[config.mk]
export PLATFORM = sky130hd
export DESIGN_NAME = mandelbrot_escape_magnitude_top
export DESIGN_NICKNAME = d
export VERILOG_FILES = /design/src/mbrot_pkg.sv /design/src/mandelbrot_escape_magnitude_top.sv
export SDC_FILE = /design/constraint.sdc
export NUM_CORES = 2
export LEC_CHECK = 0
export ABC_AREA = 1
export BUFFER_PORTS_ARGS = -buffer_cell sky130_fd_sc_hd__buf_4
export CAP_MARGIN = 20
export CORE_ASPECT_RATIO = 0.9
export CORE_MARGIN = 2
export CORE_UTILIZATION = 28
export DETAILED_ROUTE_END_ITERATION = 10
export MAX_ROUTING_LAYER = met4
export PLACE_DENSITY_LB_ADDON = 0.3
export SYNTH_ARGS = -nofsm -noshare
export SYNTH_HDL_FRONTEND = slang
export SYNTH_SLANG_ARGS = --single-unit
[constraint.sdc]
create_clock -name aclk -period 33.4 [get_ports aclk]
set_input_delay 0 -clock aclk [delete_from_list [all_inputs] [get_ports aclk]]
set_output_delay 0 -clock aclk [all_outputs]
set_load 0.02 [all_outputs]
[src/mbrot_pkg.sv]
// Shared types and constants for the Mandelbrot escape magnitude block.
package mbrot_pkg;

    // Default number of fraction bits of c and z.
    localparam int FRAC_BITS_DEF = 29;

    // Fraction bits of the reported magnitude (unsigned Q4.28).
    localparam int MAG_FRAC = 28;

    // Width of the iteration limit register and its value after reset.
    localparam int ITER_W = 10;
    localparam logic [ITER_W-1:0] MAX_ITER_RESET = ITER_W'(100);

    // Width of the square root result and of its radicand.
    localparam int ROOT_W = 32;
    localparam int RAD_W  = 2 * ROOT_W;

    // Register word index of the configuration port.
    localparam logic REG_MAX_ITER = 1'b0;

    // Sequencer states.
    typedef enum logic [2:0] {
        S_IDLE,
        S_MRI,
        S_UPD,
        S_SQR,
        S_SQI,
        S_PREP,
        S_ROOT,
        S_OUT
    } state_t;

endpackage

[src/mandelbrot_escape_magnitude_top.sv]
// Each z*z+c round steps through the states MRI, UPD, SQR and SQI on one shared multiplier;
// then come the final round check, the radicand setup, a 32-step square root and the result load.
// One point is in work at a time: a new point is taken only after the result of the last
// one has been loaded into the output register, which can wait on m_tready.
// Reset (aresetn low, synchronous) returns the sequencer to idle, drops the pending result
// and sets the iteration limit to 100; no memory needs clearing.
module mandelbrot_escape_magnitude_top #(
    parameter int FRAC_BITS = mbrot_pkg::FRAC_BITS_DEF
) (
    input  logic        aclk,
    input  logic        aresetn,
    // Configuration port
    input  logic        psel,
    input  logic        penable,
    input  logic        pwrite,
    input  logic [2:0]  paddr,
    input  logic [31:0] pwdata,
    output logic [31:0] prdata,
    output logic        pready,
    // Input points
    input  logic        s_tvalid,
    output logic        s_tready,
    input  logic [63:0] s_tdata,   // [31:0] c_re, [63:32] c_im
    // Results
    output logic        m_tvalid,
    input  logic        m_tready,
    output logic [31:0] m_tdata,   // [31:0] magnitude
    output logic        m_tuser    // [0] escaped
);

    // Magnitude of z after a round stays below 2^(MB+2), MB = max(FRAC_BITS+2, 31).
    localparam int MB = (FRAC_BITS + 2 > 31) ? FRAC_BITS + 2 : 31;
    localparam int MW = MB + 2;          // unsigned magnitude bits of z
    localparam int ZW = MW + 1;          // signed z component bits
    localparam int PW = 2 * MW;          // product bits
    localparam int SW = PW + 1;          // sum of squares bits, also signed difference bits
    localparam int SH_L = (2 * FRAC_BITS <= 2 * mbrot_pkg::MAG_FRAC) ?
                          2 * mbrot_pkg::MAG_FRAC - 2 * FRAC_BITS : 0;
    localparam int SH_R = (2 * FRAC_BITS > 2 * mbrot_pkg::MAG_FRAC) ?
                          2 * FRAC_BITS - 2 * mbrot_pkg::MAG_FRAC : 0;
    localparam int TW = SW + SH_L;       // scaled radicand before the saturation check
    localparam int RW = mbrot_pkg::ROOT_W + 3;
    localparam int STEP_W = $clog2(mbrot_pkg::ROOT_W);

    localparam logic [SW-1:0] LIMIT   = {{(SW-1){1'b0}}, 1'b1} << (2 * FRAC_BITS + 2);
    localparam logic [SW-1:0] HALF_RE = {{(SW-1){1'b0}}, 1'b1} << (FRAC_BITS - 1);
    localparam logic [SW-1:0] HALF_IM = {{(SW-1){1'b0}}, 1'b1} << (FRAC_BITS - 2);
    localparam logic [MW-1:0] Z_BOUND = {{(MW-1){1'b0}}, 1'b1} << (FRAC_BITS + 1);
    localparam logic [STEP_W-1:0] LAST_STEP = STEP_W'(mbrot_pkg::ROOT_W - 1);

    mbrot_pkg::state_t state_reg, state_next;

    logic [mbrot_pkg::ITER_W-1:0] max_iter_reg;
    logic [mbrot_pkg::ITER_W-1:0] iter_cnt_reg;
    logic signed [31:0]           c_re_reg, c_im_reg;
    logic signed [ZW-1:0]         re_reg, im_reg;
    logic [PW-1:0]                sq_re_reg, sq_im_reg, prod_reg;
    logic                         neg_reg;
    logic                         esc_reg;
    logic                         sat_reg;
    logic [mbrot_pkg::RAD_W-1:0]  rad_reg;
    logic [RW-1:0]                rem_reg;
    logic [mbrot_pkg::ROOT_W-1:0] root_reg;
    logic [STEP_W-1:0]            step_reg;
    logic                         out_valid_reg;
    logic                         out_esc_reg;
    logic [31:0]                  out_mag_reg;

    logic [ZW-1:0]   abs_re_full, abs_im_full;
    logic [MW-1:0]   abs_re, abs_im;
    logic [MW-1:0]   mul_a, mul_b;
    logic [PW-1:0]   mul_p;
    logic [SW-1:0]   sum_sq;
    logic            over_limit;
    logic            iter_done;
    logic            out_load;
    logic signed [SW-1:0] diff_s, prod_s, diff_rnd, prod_rnd;
    logic signed [ZW-1:0] new_re, new_im;
    logic [TW-1:0]   scaled;
    logic [RW-1:0]   rem_sh, trial;
    logic            root_fits;
    logic            cfg_write;

    // Configuration register access.
    assign pready    = 1'b1;
    assign cfg_write = psel && penable && pwrite && pready &&
                       (paddr[2] == mbrot_pkg::REG_MAX_ITER);
    assign prdata    = (paddr[2] == mbrot_pkg::REG_MAX_ITER) ?
                       {{(32 - mbrot_pkg::ITER_W){1'b0}}, max_iter_reg} : 32'd0;

    always_ff @(posedge aclk) begin
        if (!aresetn) begin
            max_iter_reg <= mbrot_pkg::MAX_ITER_RESET;
        end else if (cfg_write) begin
            max_iter_reg <= pwdata[mbrot_pkg::ITER_W-1:0];
        end
    end

    // Magnitudes of the z components feed the unsigned multiplier.
    assign abs_re_full = re_reg[ZW-1] ? (~re_reg + 1'b1) : re_reg;
    assign abs_im_full = im_reg[ZW-1] ? (~im_reg + 1'b1) : im_reg;
    assign abs_re      = abs_re_full[MW-1:0];
    assign abs_im      = abs_im_full[MW-1:0];

    // The shared multiplier, MW by MW bits with a full width product.
    assign mul_p = PW'(mul_a) * PW'(mul_b);

    // Exact sum of squares of the current z and the escape test against 4.
    assign sum_sq     = {1'b0, sq_re_reg} + {1'b0, sq_im_reg};
    assign over_limit = sum_sq > LIMIT;
    assign iter_done  = iter_cnt_reg == max_iter_reg;

    // Next z: scale the double width terms back with round half up and add c.
    always_comb begin
        diff_s   = $signed({1'b0, sq_re_reg}) - $signed({1'b0, sq_im_reg});
        prod_s   = neg_reg ? -$signed({1'b0, prod_reg}) : $signed({1'b0, prod_reg});
        diff_rnd = (diff_s + $signed(HALF_RE)) >>> FRAC_BITS;
        prod_rnd = (prod_s + $signed(HALF_IM)) >>> (FRAC_BITS - 1);
        new_re   = $signed(diff_rnd[ZW-1:0]) + $signed({{(ZW-32){c_re_reg[31]}}, c_re_reg});
        new_im   = $signed(prod_rnd[ZW-1:0]) + $signed({{(ZW-32){c_im_reg[31]}}, c_im_reg});
    end

    // Radicand brought to 56 fraction bits; anything at or above 2^64 saturates.
    assign scaled = (TW'(sum_sq) << SH_L) >> SH_R;

    // One root bit per step: bring down two radicand bits and try to subtract.
    assign rem_sh    = {rem_reg[RW-3:0], rad_reg[mbrot_pkg::RAD_W-1 -: 2]};
    assign trial     = {1'b0, root_reg, 2'b01};
    assign root_fits = rem_sh >= trial;

    // Sequencer: next state, handshake and multiplier operand selection.
    always_comb begin
        state_next = state_reg;
        s_tready   = 1'b0;
        out_load   = 1'b0;
        mul_a      = abs_re;
        mul_b      = abs_im;
        case (state_reg)
            mbrot_pkg::S_IDLE: begin
                s_tready = 1'b1;
                if (s_tvalid) begin
                    state_next = mbrot_pkg::S_MRI;
                end
            end
            mbrot_pkg::S_MRI: begin
                if (over_limit || iter_done) begin
                    state_next = mbrot_pkg::S_PREP;
                end else begin
                    state_next = mbrot_pkg::S_UPD;
                end
            end
            mbrot_pkg::S_UPD: begin
                state_next = mbrot_pkg::S_SQR;
            end
            mbrot_pkg::S_SQR: begin
                mul_b      = abs_re;
                state_next = mbrot_pkg::S_SQI;
            end
            mbrot_pkg::S_SQI: begin
                mul_a      = abs_im;
                state_next = mbrot_pkg::S_MRI;
            end
            mbrot_pkg::S_PREP: begin
                state_next = mbrot_pkg::S_ROOT;
            end
            mbrot_pkg::S_ROOT: begin
                if (step_reg == LAST_STEP) begin
                    state_next = mbrot_pkg::S_OUT;
                end
            end
            mbrot_pkg::S_OUT: begin
                if (!out_valid_reg || m_tready) begin
                    out_load   = 1'b1;
                    state_next = mbrot_pkg::S_IDLE;
                end
            end
            default: begin
                state_next = mbrot_pkg::S_IDLE;
            end
        endcase
    end

    // State register.
    always_ff @(posedge aclk) begin
        if (!aresetn) begin
            state_reg <= mbrot_pkg::S_IDLE;
        end else begin
            state_reg <= state_next;
        end
    end

    // Control counters and the escape flag.
    always_ff @(posedge aclk) begin
        if (!aresetn) begin
            iter_cnt_reg <= '0;
            esc_reg      <= 1'b0;
            step_reg     <= '0;
        end else begin
            case (state_reg)
                mbrot_pkg::S_IDLE: begin
                    iter_cnt_reg <= '0;
                    esc_reg      <= 1'b0;
                end
                mbrot_pkg::S_MRI: begin
                    esc_reg <= over_limit;
                end
                mbrot_pkg::S_UPD: begin
                    iter_cnt_reg <= iter_cnt_reg + 1'b1;
                end
                mbrot_pkg::S_PREP: begin
                    step_reg <= '0;
                end
                mbrot_pkg::S_ROOT: begin
                    step_reg <= step_reg + 1'b1;
                end
                default: begin
                    step_reg <= step_reg;
                end
            endcase
        end
    end

    // Datapath registers for z, the products and the square root.
    always_ff @(posedge aclk) begin
        case (state_reg)
            mbrot_pkg::S_IDLE: begin
                c_re_reg  <= $signed(s_tdata[31:0]);
                c_im_reg  <= $signed(s_tdata[63:32]);
                re_reg    <= '0;
                im_reg    <= '0;
                sq_re_reg <= '0;
                sq_im_reg <= '0;
            end
            mbrot_pkg::S_MRI: begin
                prod_reg <= mul_p;
                neg_reg  <= re_reg[ZW-1] ^ im_reg[ZW-1];
            end
            mbrot_pkg::S_UPD: begin
                re_reg <= new_re;
                im_reg <= new_im;
            end
            mbrot_pkg::S_SQR: begin
                prod_reg <= mul_p;
            end
            mbrot_pkg::S_SQI: begin
                sq_re_reg <= prod_reg;
                sq_im_reg <= mul_p;
            end
            mbrot_pkg::S_PREP: begin
                sat_reg  <= |scaled[TW-1:mbrot_pkg::RAD_W];
                rad_reg  <= scaled[mbrot_pkg::RAD_W-1:0];
                rem_reg  <= '0;
                root_reg <= '0;
            end
            mbrot_pkg::S_ROOT: begin
                rad_reg <= rad_reg << 2;
                if (root_fits) begin
                    rem_reg  <= rem_sh - trial;
                    root_reg <= {root_reg[mbrot_pkg::ROOT_W-2:0], 1'b1};
                end else begin
                    rem_reg  <= rem_sh;
                    root_reg <= {root_reg[mbrot_pkg::ROOT_W-2:0], 1'b0};
                end
            end
            default: begin
                rad_reg <= rad_reg;
            end
        endcase
    end

    // Output register: holds one result until its transfer.
    always_ff @(posedge aclk) begin
        if (!aresetn) begin
            out_valid_reg <= 1'b0;
        end else if (out_load) begin
            out_valid_reg <= 1'b1;
        end else if (m_tready) begin
            out_valid_reg <= 1'b0;
        end
    end

    always_ff @(posedge aclk) begin
        if (out_load) begin
            out_esc_reg <= esc_reg;
            out_mag_reg <= sat_reg ? 32'hFFFF_FFFF : root_reg;
        end
    end

    assign m_tvalid = out_valid_reg;
    assign m_tdata  = out_mag_reg;
    assign m_tuser  = out_esc_reg;

`ifndef SYNTH
    // A point transfer always starts the round loop.
    a_start: assert property (@(posedge aclk) disable iff (!aresetn)
        (s_tvalid && s_tready) |=> (state_reg == mbrot_pkg::S_MRI))
        else $error("round loop not started after input transfer");

    // The round counter never passes the configured limit.
    a_iter_bound: assert property (@(posedge aclk) disable iff (!aresetn)
        (state_reg == mbrot_pkg::S_MRI) |-> (iter_cnt_reg <= max_iter_reg))
        else $error("round counter past the iteration limit");

    // z enters a round update only with both components within 2 in magnitude.
    a_z_bound: assert property (@(posedge aclk) disable iff (!aresetn)
        (state_reg == mbrot_pkg::S_UPD) |-> (abs_re <= Z_BOUND && abs_im <= Z_BOUND))
        else $error("z component out of range before a round");

    // An escape needs at least one completed round.
    a_esc_round: assert property (@(posedge aclk) disable iff (!aresetn)
        (state_reg == mbrot_pkg::S_PREP && esc_reg) |-> (iter_cnt_reg != '0))
        else $error("escape flagged without a round");
`endif

endmodule
==> results.py <==
metrics = {
    "synthesis": {
        "synthFlopType": "edfxtp_1",
        "synth_area_leaders": "fa_1 26%, edfxtp_1 20%, inv_1 11%",
        "yosysUniqueCellTypes": 74,
        "syn_avg_cell_area_um2": 7.81,
        "synth-seq-area-share_pct": 20.9,
        "syn_inst": 9477,
        "synth-edff-count": 494,
        "synth.cell_area_mm2": 0.0740,
        "ys_async_sr_fraction_pct": 0,
        "synth_area_leader_cell": "fa_1",
        "synth_seq_cells": 524,
        "yosysMostFrequentCell": "inv_1",
        "ys.warnings.count": 0,
        "synth.top_cell.area_share_pct": 26.0,
        "ys_top_cells_by_count": "2107 x inv_1, 2000 x nand2_1, 1255 x nor2_1",
    },
    "sta": {
        "rsz0062_at_grt": "no",
        "slew_violations": 0,
        "hold_viol": 0,
        "fmax_mhz": 85.0,
        "fin_crit_ns": 11.77,
        "worst_slew_pin_slew_ns": 1.24,
        "fin_skew_ns": 0.0496,
        "slew_headroom_pct": 16.4,
        "setup_tns_ns": 0,
        "whs_ns": 0.0553,
        "finalCritPeriodShare_pct": 35.2,
        "setup_viol": 0,
    },
    "layout": {
        "synthToLayoutAreaGrowth_pct": 10.7,
        "drive_gt1_share_pct": 4.68,
        "finalNetCount": 11200,
    },
    "die": {
        "num_rows": 179,
        "die_x_um": 546,
        "die_h_um": 492,
        "pin_count": 174,
        "initial_utilization_pct": 28.1,
        "coreArea_mm2": 0.264,
        "die_area_mm2": 0.268,
    },
    "cts": {
        "cts_setup_buffers": 0,
        "clk_pin_slew_ns": 0.07,
        "cts_hold_buf": 89,
        "htreeDepth": 2,
        "cts_tree": "built",
        "cts_sinks": 524,
        "cts_root_buffer": "clkbuf_16",
        "clockBufferDepth": 3,
        "insertion_delay_ns": 0.66,
        "cts_made_buffers": 54,
        "postCtsResizedCells": 0,
    },
    "global_route": {
        "grt_pass1_wl_um": 377000,
        "antenna_found_initial": 9,
        "grt_pass1_vias": 59200,
        "grt_usage_pct": 19.1,
        "grt_overflow": 0,
        "grt_max_degree": 88,
    },
    "setup_path": {
        "cpMaxStageDelayCell": "buf_4",
        "critPathArrivalTime_ns": 12.14,
        "cp_max_fo": 58,
        "crit_path_max_incr_delay_ns": 0.64,
        "path_class": "flop to flop",
        "required_ns": 33.78,
        "startpoint_type": "flop",
        "cp-end-kind": "flop",
    },
    "placed_design": {
        "io_buffers": 126,
        "dp_hpwl_um": 207000,
        "routabilityCongestion": 0.961,
    },
    "drt": {
        "routed_wl_um": 252000,
        "dr.pass1.iters": 6,
        "vias": 61300,
        "wl_per_cell_um": 19.1,
        "final_antenna_net_count": 0,
        "drt_iter0_markers": 5188,
        "via_per_inst": 4.66,
        "drcViolationCount": 0,
    },
    "status": {
        "outcome": "complete, no violations",
    },
    "worst_hold_path": {
        "min_path_type": "input pin to flop",
    },
    "flow_run": {
        "maxCapViolCount": 0,
    },
}
-- layout make-up --
| class | instances | area (um^2) |
|---|---|---|
| fillers | 28400 | 182000 |
| clock inverters | 33 | 388 |
| clock buffers | 60 | 1400 |
| flip-flops and latches | 524 | 15400 |
| multi-input cells | 6571 | 49500 |
| inverters | 2133 | 8010 |
| diodes | 1 | 2.50 |
| repair buffers | 321 | 2680 |
| well taps | 3529 | 4420 |
-- cell families after synthesis --
| family | synth area share [%] |
|---|---|
| compound gates | 7.94 |
| buf+inv | 12.5 |
| other cells | 0.0102 |
| simple gates | 20.3 |
| fa+ha+maj | 35.5 |
| xor+xnor | 2.94 |
| flops | 20.9 |
-- per-layer routing --
| layer | global-route usage, % | wire length [um] | vias up |
|---|---|---|---|
| li1 | - | - | 29200 |
| met4 | 3.45 | 5490 | 0 |
| met2 | 28.5 | 110000 | 1957 |
| met5 | - | 0 | - |
| met3 | 3.33 | 20100 | 208 |
| met1 | 27.1 | 117000 | 30000 |
-- worst max-delay path: cells and delay by family (launching register included) --
family / cells / cell delay (ns)
fa+ha+maj: 9 / 4.23
buf+inv: 13 / 3.43
simple gates: 12 / 1.78
compound gates: 5 / 1.55
flops: 1 / 0.39
-- worst paths after layout --
| kind | from | depth (start not counted) | slack, ns | to |
|---|---|---|---|---|
| setup / recovery | state_reg[0]$_SDFFE_PN0P_ | 39 | 21.63 | sq_im_reg[57]$_SDFFCE_PN0P_ |
| hold / removal | s_tdata[17] | 2 | 0.06 | c_re_reg[17]$_DFFE_PP_ |
| setup reg to reg | state_reg[0]$_SDFFE_PN0P_ | 39 | 21.63 | sq_im_reg[57]$_SDFFCE_PN0P_ |
| hold reg to reg | step_reg[3]$_SDFFE_PN0P_ | 2 | 0.48 | step_reg[3]$_SDFFE_PN0P_ |
-- stage by stage --
| step | std cells | worst slack, ns | utilization, % | cell area [um^2] |
|---|---|---|---|---|
| final | 13200 | 21.63 | 31.1 | 81900 |
| after global routing | 13200 | 20.95 | 31.1 | 81900 |
| after CTS | 13200 | 21.64 | 31.0 | 81800 |
| after detailed placement | 13000 | 21.66 | 30.0 | 79100 |
| after global placement | 13000 | 21.70 | 30.0 | 79100 |
| after floorplan | 9498 | 19.01 | - | 74100 |
-- placed cells by master (no fill, tap or decap), drive strengths merged, types with 89 or more instances in the layout --
cell type    Yosys  final
nor2          1269   1269
nand3          210    210
nand2         2024   2024
a21oi          440    440
buf             89    232
ha             559    559
dlygate4sd3      0     89
fa             961    961
xor2           182    182
inv           2123   2127
o21ai          357    357
edfxtp         494    494
Power is not shown: default switching activity piles up to over one toggle a cycle in this logic, so the estimate is an artifact.
